File: src/sv/aofb_pkg.sv
// -----------------------------------------------------------------------------
// AES-128 OFB stream cipher package
// Shared types, constants and AES byte functions.
// -----------------------------------------------------------------------------
`default_nettype none

package aofb_pkg;

    localparam int unsigned REG_W    = 64;
    localparam int unsigned CFG_IDX_W = 2;

    // Configuration register indexes
    localparam logic [CFG_IDX_W-1:0] REG_KEY_HIGH = 2'd0;
    localparam logic [CFG_IDX_W-1:0] REG_KEY_LOW  = 2'd1;
    localparam logic [CFG_IDX_W-1:0] REG_IV_HIGH  = 2'd2;
    localparam logic [CFG_IDX_W-1:0] REG_IV_LOW   = 2'd3;

    // One classified beat passed from front to back
    typedef struct packed {
        logic [7:0] data_byte;
        logic       restart;
    } aofb_item_t;

    // Standard AES S-box
    localparam logic [7:0] SBOX [256] = '{
        8'h63,8'h7c,8'h77,8'h7b,8'hf2,8'h6b,8'h6f,8'hc5,8'h30,8'h01,8'h67,8'h2b,8'hfe,8'hd7,8'hab,8'h76,
        8'hca,8'h82,8'hc9,8'h7d,8'hfa,8'h59,8'h47,8'hf0,8'had,8'hd4,8'ha2,8'haf,8'h9c,8'ha4,8'h72,8'hc0,
        8'hb7,8'hfd,8'h93,8'h26,8'h36,8'h3f,8'hf7,8'hcc,8'h34,8'ha5,8'he5,8'hf1,8'h71,8'hd8,8'h31,8'h15,
        8'h04,8'hc7,8'h23,8'hc3,8'h18,8'h96,8'h05,8'h9a,8'h07,8'h12,8'h80,8'he2,8'heb,8'h27,8'hb2,8'h75,
        8'h09,8'h83,8'h2c,8'h1a,8'h1b,8'h6e,8'h5a,8'ha0,8'h52,8'h3b,8'hd6,8'hb3,8'h29,8'he3,8'h2f,8'h84,
        8'h53,8'hd1,8'h00,8'hed,8'h20,8'hfc,8'hb1,8'h5b,8'h6a,8'hcb,8'hbe,8'h39,8'h4a,8'h4c,8'h58,8'hcf,
        8'hd0,8'hef,8'haa,8'hfb,8'h43,8'h4d,8'h33,8'h85,8'h45,8'hf9,8'h02,8'h7f,8'h50,8'h3c,8'h9f,8'ha8,
        8'h51,8'ha3,8'h40,8'h8f,8'h92,8'h9d,8'h38,8'hf5,8'hbc,8'hb6,8'hda,8'h21,8'h10,8'hff,8'hf3,8'hd2,
        8'hcd,8'h0c,8'h13,8'hec,8'h5f,8'h97,8'h44,8'h17,8'hc4,8'ha7,8'h7e,8'h3d,8'h64,8'h5d,8'h19,8'h73,
        8'h60,8'h81,8'h4f,8'hdc,8'h22,8'h2a,8'h90,8'h88,8'h46,8'hee,8'hb8,8'h14,8'hde,8'h5e,8'h0b,8'hdb,
        8'he0,8'h32,8'h3a,8'h0a,8'h49,8'h06,8'h24,8'h5c,8'hc2,8'hd3,8'hac,8'h62,8'h91,8'h95,8'he4,8'h79,
        8'he7,8'hc8,8'h37,8'h6d,8'h8d,8'hd5,8'h4e,8'ha9,8'h6c,8'h56,8'hf4,8'hea,8'h65,8'h7a,8'hae,8'h08,
        8'hba,8'h78,8'h25,8'h2e,8'h1c,8'ha6,8'hb4,8'hc6,8'he8,8'hdd,8'h74,8'h1f,8'h4b,8'hbd,8'h8b,8'h8a,
        8'h70,8'h3e,8'hb5,8'h66,8'h48,8'h03,8'hf6,8'h0e,8'h61,8'h35,8'h57,8'hb9,8'h86,8'hc1,8'h1d,8'h9e,
        8'he1,8'hf8,8'h98,8'h11,8'h69,8'hd9,8'h8e,8'h94,8'h9b,8'h1e,8'h87,8'he9,8'hce,8'h55,8'h28,8'hdf,
        8'h8c,8'ha1,8'h89,8'h0d,8'hbf,8'he6,8'h42,8'h68,8'h41,8'h99,8'h2d,8'h0f,8'hb0,8'h54,8'hbb,8'h16
    };

    // Multiply by x in GF(2^8)
    function automatic logic [7:0] xt(input logic [7:0] a);
        return {a[6:0], 1'b0} ^ (a[7] ? 8'h1b : 8'h00);
    endfunction

    function automatic logic [31:0] sub_word(input logic [31:0] w);
        return {SBOX[w[31:24]], SBOX[w[23:16]], SBOX[w[15:8]], SBOX[w[7:0]]};
    endfunction

    // One AES round on a 128-bit state (byte 0 in bits 127:120)
    function automatic logic [127:0] aes_round(input logic [127:0] st,
                                               input logic [127:0] rk,
                                               input logic       last);
        logic [7:0] s [16];
        logic [7:0] t [16];
        logic [7:0] a0, a1, a2, a3;
        logic [127:0] res;
        for (int i = 0; i < 16; i++)
            s[i] = SBOX[st[127-8*i -: 8]];
        for (int c = 0; c < 4; c++)
            for (int r = 0; r < 4; r++)
                t[4*c+r] = s[4*((c+r)%4)+r];
        if (!last)
        begin
            for (int c = 0; c < 4; c++)
            begin
                a0 = t[4*c]; a1 = t[4*c+1]; a2 = t[4*c+2]; a3 = t[4*c+3];
                t[4*c]   = xt(a0) ^ xt(a1) ^ a1 ^ a2 ^ a3;
                t[4*c+1] = a0 ^ xt(a1) ^ xt(a2) ^ a2 ^ a3;
                t[4*c+2] = a0 ^ a1 ^ xt(a2) ^ xt(a3) ^ a3;
                t[4*c+3] = xt(a0) ^ a0 ^ a1 ^ a2 ^ xt(a3);
            end
        end
        for (int i = 0; i < 16; i++)
            res[127-8*i -: 8] = t[i];
        return res ^ rk;
    endfunction

    // Next round key from the current one
    function automatic logic [127:0] next_key(input logic [127:0] k,
                                              input logic [7:0]   rcon);
        logic [31:0] w0, w1, w2, w3, t;
        t  = sub_word({k[23:0], k[31:24]}) ^ {rcon, 24'h0};
        w0 = k[127:96] ^ t;
        w1 = k[95:64] ^ w0;
        w2 = k[63:32] ^ w1;
        w3 = k[31:0] ^ w2;
        return {w0, w1, w2, w3};
    endfunction

endpackage

`default_nettype wire

File: src/sv/aofb_front.sv
// -----------------------------------------------------------------------------
// AES OFB front end
// Accepts input beats and holds them in a two-entry queue for the back end.
// -----------------------------------------------------------------------------
`default_nettype none

module aofb_front
(
    input  wire logic               clk,
    input  wire logic               rst_n,
    input  wire logic               in_valid,
    output logic                    in_ready,
    input  wire aofb_pkg::aofb_item_t in_item,
    output logic                    q_valid,
    input  wire logic               q_ready,
    output aofb_pkg::aofb_item_t    q_item
);
    import aofb_pkg::*;

    aofb_item_t mem_reg [2];
    logic       wr_ptr_reg, rd_ptr_reg;
    logic [1:0] cnt_reg;
    logic       push, pop;

    assign in_ready = (cnt_reg != 2'd2);
    assign q_valid  = (cnt_reg != 2'd0);
    assign q_item   = mem_reg[rd_ptr_reg];
    assign push     = in_valid && in_ready;
    assign pop      = q_valid && q_ready;

    // Queue storage
    always_ff @(posedge clk)
    begin
        if (push)
            mem_reg[wr_ptr_reg] <= in_item;
    end

    // Pointers and fill count
    always_ff @(posedge clk or negedge rst_n)
    begin
        if (!rst_n)
        begin
            wr_ptr_reg <= 1'b0;
            rd_ptr_reg <= 1'b0;
            cnt_reg    <= 2'd0;
        end
        else
        begin
            if (push) wr_ptr_reg <= ~wr_ptr_reg;
            if (pop)  rd_ptr_reg <= ~rd_ptr_reg;
            cnt_reg <= cnt_reg + {1'b0, push} - {1'b0, pop};
        end
    end

    assert property (@(posedge clk) disable iff (!rst_n) cnt_reg <= 2'd2)
        else $error("queue count overflow");
    assert property (@(posedge clk) disable iff (!rst_n)
        (cnt_reg == 2'd0) |-> !pop) else $error("pop from empty queue");
    assert property (@(posedge clk) disable iff (!rst_n)
        (cnt_reg == 2'd2) |-> !push) else $error("push into full queue");

endmodule

`default_nettype wire

File: config.mk
export PLATFORM = sky130hd
export DESIGN_NAME = aofb_front
export DESIGN_NICKNAME = d
export VERILOG_FILES = /design/src/sv/aofb_pkg.sv /design/src/sv/aofb_front.sv
export SDC_FILE = /design/constraint.sdc
export NUM_CORES = 1
export LEC_CHECK = 0
export ABC_AREA = 1
export BUFFER_PORTS_ARGS = -buffer_cell sky130_fd_sc_hd__buf_2
export CORE_MARGIN = 2
export CORE_UTILIZATION = 30
export CTS_CLUSTER_DIAMETER = 80
export CTS_CLUSTER_SIZE = 16
export DETAILED_ROUTE_END_ITERATION = 8
export SYNTH_ARGS = -nofsm -noshare
export SYNTH_HDL_FRONTEND = slang
export SYNTH_SLANG_ARGS = --single-unit
File: constraint.sdc
create_clock -name clk -period 1.6 [get_ports clk]
set_input_delay 0.24 -clock clk [delete_from_list [all_inputs] [get_ports clk]]
set_output_delay 0.24 -clock clk [all_outputs]
set_load 0.005 [all_outputs]
Word level (Yosys, flattened, before mapping)
Memory sizes are Yosys's and may differ from the RTL's.
Index checks and enable logic that the tools add are counted.
{ "word_totals": {"memories": 1, "regBits": 4, "word_cells": 14, "out_inout_bits": 11, "inputBits": 13, "mem_bits_rw": 18} }
{ "mem_list": {"columns": ["memory", "words", "word_bits", "rd", "rd_ports_with_merged_regs", "write_ports", "line_no", "text"], "rows": [
  ["mem_reg", 2, 9, 1, 0, 1, "aofb_front.sv:20", "aofb_item_t mem_reg [2];"]
]} }
{ "op_classes": {"n_reduce_logical": 3, "mux": 2, "n_bitwise": 2, "addsub": 2, "n_eq_ne": 1} }
{ "op_table": {"columns": ["operator", "count"], "rows": [
  ["$add A2 B1 Y2", 1],
  ["$logic_and A1 B1 Y1", 2],
  ["$mux W1", 2],
  ["$ne A2 B2 Y1 const B", 1],
  ["$not A1 Y1", 2],
  ["$reduce_bool A2 Y1", 1],
  ["$sub A2 B1 Y2", 1]
]} }

Logic depth before layout (Yosys ltp)
Gate-level depths: netlist of the first run.
{ "logic_depth": {"word_depth": 4, "mapped_depth": 10, "depth_no_buf": 10} }

Least setup slack after synthesis of the first run
Ideal clock, no wire load.
{ "synth_timing": {"kind": "register -> register", "from": "register cnt_reg[1]", "to": "memory mem_reg[1][0] in the netlist's numbering, enable pin", "setup_ns": 0.374, "t_arrival_ns": 0.975, "path_stages_with_launch": 4, "period_less_slack_ns": 1.349, "setup_slack_ns": 0.251, "required_ns": 1.226, "path_buffers": 0, "cell_sequence": "dfrtp_1 > nand2_2 > nand2_4 > nor2_1"} }
{ "synth_via": {"elab_chain_cells": 4} }
{ "synth_rtl": {"columns": ["item", "line_no", "text"], "rows": [
  ["from (decl)", "aofb_front.sv:22", "logic [1:0] cnt_reg;"],
  ["from (signal assigned)", "aofb_front.sv:51", "cnt_reg <= cnt_reg + {1'b0, push} - {1'b0, pop};"],
  ["$ne A2 B2 Y1", "aofb_front.sv:25", "assign in_ready = (cnt_reg != 2'd2);"],
  ["named net in_ready", "aofb_front.sv:12", "output logic in_ready,"],
  ["$logic_and A1 B1 Y1", "aofb_front.sv:28", "assign push = in_valid && in_ready;"],
  ["$mux W1", "aofb_front.sv:34", "if (push)"],
  ["$mux W1 (not written as such)", "aofb_front.sv:35", "mem_reg[wr_ptr_reg] <= in_item;"],
  ["to (decl)", "aofb_front.sv:20", null]
]} }
The timed path passes the listed nets, and every way through them passes these cells.

==> impl_metrics.env, run 1 <==
export IMPL_vias=601
export IMPL_die_area_mm2=0.00344
export IMPL_drt_iter0_drc=18
export IMPL_endpoint="q_item[6]"
export IMPL_netlist_area_leader_share_pct=60.3
export IMPL_fin_crit_sh_pct=88.9
export IMPL_cts_tree="yes"
export IMPL_grt_max_degree=13
export IMPL_ioPinCount=24
export IMPL_drv_cap=0
export IMPL_io_buffers=23
export IMPL_outcome="complete, but fails checks"
export IMPL_initial_core_util_pct=32.0
export IMPL_final_cells=138
export IMPL_final_min_clock_period_ps=1420
export IMPL_ys_types=11
export IMPL_track_usage_pct=10.0
export IMPL_die_height_um=58.7
export IMPL_violations="DRC"
export IMPL_regArea_um2=642
export IMPL_synth_warnings=0
export IMPL_cp_max_fo=7
export IMPL_yosysSeqAreaShare_pct=71.4
export IMPL_ys_seq_elements=22
export IMPL_cts_buffers=3
export IMPL_hp_class="in2reg"
export IMPL_cts_buffer_depth=2
export IMPL_wire_per_inst_um=10.8
export IMPL_criticalPathCategory="reg2out"
export IMPL_utilization_pct=39.0
export IMPL_clkLatencyLatePin_ps=300
export IMPL_largest_reg_flops=18
export IMPL_drive_gt1_share_pct=33.6
export IMPL_synth_area_per_cell_um2=11.5
export IMPL_dpl_worst_slack_ps=210
export IMPL_ir_drop_v=0.000728
export IMPL_netlist_instances=78
export IMPL_first_pass_iters=6
export IMPL_power_leakage_uw=0.000523
export IMPL_postRouteWirelength_mm=1.50
export IMPL_clock_root_buffer="clkbuf_4"
export IMPL_antennaDiodeCount=0
export IMPL_reg2reg_to="cnt_reg[1]"
export IMPL_drt_antenna_violating_nets=0
export IMPL_rsz0062_at_grt="false"
export IMPL_maxSlewHeadroom_pct=74.2
export IMPL_drc=2
export IMPL_finalSetupViolCount=0
export IMPL_worst_pin_slew_ps=386
export IMPL_timing_rr_start="cnt_reg[0]"
export IMPL_row_count=19
export IMPL_fin_tns_setup_ps=0
export IMPL_power_density_mw_per_mm2=1630
export IMPL_multiInputGateArea_um2=211
export IMPL_avgViaCountPerCell=4.36
export IMPL_syn_to_final_growth_pct=22.0
export IMPL_whs_ps=122
export IMPL_syn_num_nets=93
export IMPL_clkTransAtPathRegs_ps=110
export IMPL_antenna_found_initial=0
export IMPL_gr_total_overflow=0
export IMPL_max_freq_ghz=0.703
export IMPL_core_mm2=0.00281
export IMPL_hold_viol=0
export IMPL_worst_setup_path_end_kind="output port"
export IMPL_die_x_um=58.7
export IMPL_grt_pass1_vias=593
export IMPL_fin_ws_ps=177
export IMPL_arrival_ps=1180
export IMPL_ys_top_cells_by_area="edfxtp_1 60%, nand2_1 15%, dfrtp_1 11%"
export IMPL_min_path_cells=1
export IMPL_r2r_cells=10
export IMPL_cp_startpoint="rd_ptr_reg"
export IMPL_fillers=283
export IMPL_place_inst=133
export IMPL_nNetsFinal=123
export IMPL_cp_start_kind="flop"
export IMPL_gp_congestion=0.680
export IMPL_drv_slew=0
export IMPL_dp_hpwl_mm=1.15
export IMPL_synth_top_cell_by_area="edfxtp_1"
export IMPL_netlist_area_um2=897
export IMPL_grt_pass1_wl_mm=2.47
export IMPL_cp_required_ps=1360
export IMPL_clock_skew_ps=3.68
export IMPL_h_tree_depth=1
export IMPL_clkSinkCount=22
export IMPL_reg2reg_slack_ps=200
[worst min-delay path by stage]
stage	start	to	slack [ps]
after floorplan	rst_n	cnt_reg[0]	-60
final	in_item[5]	mem_reg[0][5]	120
after global routing	in_item[2]	mem_reg[0][2]	100
after global placement	rst_n	wr_ptr_reg	50
after detailed placement	rst_n	wr_ptr_reg	50
after CTS	in_item[7]	mem_reg[0][7]	120
[power breakdown]
part	switching [µW]	internal [µW]	total, µW
Sequential	81.8	797	878
Clock	149	90.9	240
Combinational	396	271	667
Total	627	1160	1790
[metrics by stage]
step | cell area (µm²) | total power, µW
finish | 1090 | 1790
global route | 1090 | 1950
CTS | 1090 | 1800
detailed placement | 1050 | 1560
global placement | 1050 | 1530
floorplan | 897 | 1290
[area by class of cell]
| type | instances | area share, % |
|---|---|---|
| Timing Repair Buffer | 26 | 12.8 |
| Multi-Input combinational cell | 46 | 19.3 |
| Clock buffer | 3 | 2.06 |
| Inverter | 9 | 3.31 |
| Sequential cell | 22 | 58.6 |
| Clock inverter | 1 | 0.343 |
| Tap cell | 31 | 3.54 |
[layer usage]
layer | vias up | global-route usage, % | part of all wire (%) | wire length, µm
met4 | 0 | 3.90 | 3.0 | 45
met5 | - | 0 | 0 | 0
met1 | 267 | 10.9 | 44 | 658
li1 | 309 | - | - | -
met2 | 19 | 16.9 | 46 | 694
met3 | 6 | 4.84 | 6.5 | 97
[what timing repair did]
item,4_1_cts,5_1_grt
buffers inserted,0,0
endpoints found under the hold margin,4,0
endpoints found under the setup margin,0,2
hold buffers,1,0
gates resized for setup,0,2
[logic make-up (layout without fill, tap and decap cells)]
kind of cell,Yosys count,count (layout),synth area share [%]
flip-flops,22,22,71.4
AND/OR/NAND/NOR,44,44,20.8
adder cells (fa/ha/maj),2,2,2.79
buffers and inverters,10,39,5.02
[worst max-delay path, cell delays in order (launching register included)]
cell,delay (ps)
dfrtp_2,480
buf_4,180
nand2_1,50
nand2_1,50
buf_2,120
[cells in the final DEF, fill, tap and decap left out]
cell	count
buf_2	23
buf_4	2
clkbuf_4	3
clkinv_1	1
dfrtp_1	3
dfrtp_2	1
dlygate4sd3_1	1
edfxtp_1	18
ha_1	2
inv_1	7
inv_2	1
inv_4	1
nand2_1	35
nand2_2	4
nand2_4	1
nand3_1	3
nor2_1	1
[cells in the mapped netlist]
library cell / instances
edfxtp_1: 18
ha_1: 2
nand2_1: 35
inv_1: 7
nor2_1: 1
dfrtp_1: 4
buf_6: 1
nand3_1: 3
nand2_2: 4
inv_2: 2
nand2_4: 1
Power figures use the tool's default switching activity.
==> inputs of run 2 (changes only) <==
Settings changed: SETUP_SLACK_MARGIN set to 0.3.
==> run 2 against run 1 <==
The run still ends with DRC left. Routed wire length is 18% higher. Total power is 26% higher. First-iteration DRC count is 17% lower. Register-to-register slack better by 70 ps. Non-clock buffer count is 3 higher. Clock power is 76% higher. Worst setup slack better by 54 ps. Final area is 13% higher. Via count is 3.3% higher. Largest cell class unchanged.
==> impl_metrics.env, run 2 (synthesis results as in run 1) <==
export IMPL_most_common_layout_cells="29 x nand2_1, 22 x buf_2, 18 x edfxtp_1, 10 x nand2_2, 5 x inv_2"
export IMPL_criticalPathCategory="reg2out"
export IMPL_cp_max_fo=6
export IMPL_track_usage_pct=11.7
export IMPL_clkTransAtPathRegs_ps=130
export IMPL_row_count=19
export IMPL_die_x_um=58.7
export IMPL_cp_required_ps=1360
export IMPL_final_min_clock_period_ps=1370
export IMPL_reg2reg_to="cnt_reg[1]"
export IMPL_h_tree_depth=1
export IMPL_timing_rr_start="cnt_reg[1]"
export IMPL_worst_setup_path_end_kind="output port"
export IMPL_r2r_cells=9
export IMPL_finalSetupViolCount=0
export IMPL_core_mm2=0.00281
export IMPL_cts_tree="yes"
export IMPL_final_common_cell="nand2_1"
export IMPL_cp_common_cell="nand2_1"
export IMPL_min_path_cells=1
export IMPL_nNetsFinal=127
export IMPL_maxSlewHeadroom_pct=82.5
export IMPL_drc=2
export IMPL_gr_total_overflow=0
export IMPL_antenna_found_initial=0
export IMPL_postRouteWirelength_mm=1.77
export IMPL_cts_buffers=3
export IMPL_power_density_mw_per_mm2=1820
export IMPL_ir_drop_v=0.000832
export IMPL_violations="DRC"
export IMPL_drv_cap=0
export IMPL_drt_iter0_drc=15
export IMPL_avgViaCountPerCell=4.37
export IMPL_clock_root_buffer="clkbuf_4"
export IMPL_clkLatencyLatePin_ps=310
export IMPL_cp_start_kind="flop"
export IMPL_drive_gt1_share_pct=51.4
export IMPL_fillers=284
export IMPL_grt_pass1_vias=623
export IMPL_crit_path_max_incr_delay_ps=460
export IMPL_vias=621
export IMPL_cp_cell_sequence="buf_6, nand2_1, nand2_1, buf_2"
export IMPL_arrival_ps=1130
export IMPL_drv_slew=0
export IMPL_ioPinCount=24
export IMPL_max_freq_ghz=0.730
export IMPL_regArea_um2=642
export IMPL_syn_to_final_growth_pct=37.4
export IMPL_initial_core_util_pct=32.0
export IMPL_clkSinkCount=22
export IMPL_multiInputGateArea_um2=269
export IMPL_wire_per_inst_um=12.5
export IMPL_die_height_um=58.7
export IMPL_gp_congestion=0.815
export IMPL_min_to="mem_reg[0][6]"
export IMPL_rsz0062_at_grt="true"
export IMPL_cts_buffer_depth=2
export IMPL_p_total_uw=2240
export IMPL_power_leakage_uw=0.000549
export IMPL_hp_class="in2reg"
export IMPL_outcome="complete, but fails checks"
export IMPL_antennaDiodeCount=0
export IMPL_grt_max_degree=14
export IMPL_largest_reg_flops=18
export IMPL_worst_pin_slew_ps=261
export IMPL_clock_skew_ps=7.56
export IMPL_drt_antenna_violating_nets=0
export IMPL_io_buffers=23
export IMPL_die_area_mm2=0.00344
export IMPL_reg2reg_slack_ps=270
export IMPL_grt_pass1_wl_mm=2.84
export IMPL_dp_hpwl_mm=1.15
export IMPL_fin_tns_setup_ps=0
export IMPL_cpMaxStageDelayCell="dfrtp_2"
export IMPL_hold_path_startpoint="in_item[6]"
export IMPL_fin_crit_sh_pct=85.6
export IMPL_first_pass_iters=6
export IMPL_hold_viol=0
## run 2: changes by cell type in the layout (fill, tap and decap cells not counted), sizes merged
cell and change:
bufinv +1, inv -2, clkinvlp +2, buf +3
## run 2: worst max-delay path, delay by kind of cell (launching register included)
| kind | cells | cell delay [ps] |
|---|---|---|
| flip-flops | 1 | 460 |
| AND/OR/NAND/NOR | 2 | 90 |
| buffers and inverters | 2 | 270 |
## run 2: layout make-up
cell class	instances	share of cell area, %
sequential	22	52.1
multi-input combinational	46	21.8
timing repair buffer	29	14.6
inverter	9	3.45
tap	31	3.15
clock inverter	1	2.44
clock buffer	3	1.83
timing repair inverter	1	0.609
## run 2: metal layers
layer	vias up	track usage [%]	wire length, µm
li1	318	-	-
met1	283	11.9	712
met2	16	20.5	928
met3	4	5.27	90
met4	0	5.19	39
met5	-	0	0
## run 2: how the worst max path moves through the flow
stage,slack [ps],cells after the start,to,from
3_3_place_gp,260,10,cnt_reg[1],cnt_reg[1]
5_1_grt,160,4,q_item[6],rd_ptr_reg
6_report,230,4,q_item[0],rd_ptr_reg
3_5_place_dp,180,10,cnt_reg[1],cnt_reg[1]
4_1_cts,220,4,q_item[6],rd_ptr_reg
2_1_floorplan,300,10,cnt_reg[1],cnt_reg[1]
## run 2: repair_timing
action | CTS | global route
resized for setup | 13 | 12
cloned | 0 | 1
hold buffers | 1 | 0
pin swaps | 7 | 11
endpoints found under the hold margin | 4 | 0
setup endpoints to repair | 29 | 22
buffers inserted | 5 | 0
## run 2: metrics by stage
| stage | utilization, % | area, µm² | hold WS [ps] | setup slack, ps | std cells |
|---|---|---|---|---|---|
| finish | 43.9 | 1230 | 108 | 231 | 142 |
| floorplan | - | 900 | -55.6 | 297 | 78 |
| CTS | 42.5 | 1190 | 98.9 | 224 | 141 |
| global placement | 37.2 | 1040 | 49.4 | 257 | 131 |
| detailed placement | 37.2 | 1040 | 54.4 | 180 | 131 |
| global route | 43.9 | 1230 | 83.4 | 158 | 142 |
## run 2: where the power goes
part | leakage (µW) | switching (µW) | internal, µW
logic | 0.000306 | 521 | 425
registers | 0.000214 | 76.0 | 797
clock network | 0.0000279 | 170 | 253
total | 0.000549 | 767 | 1470
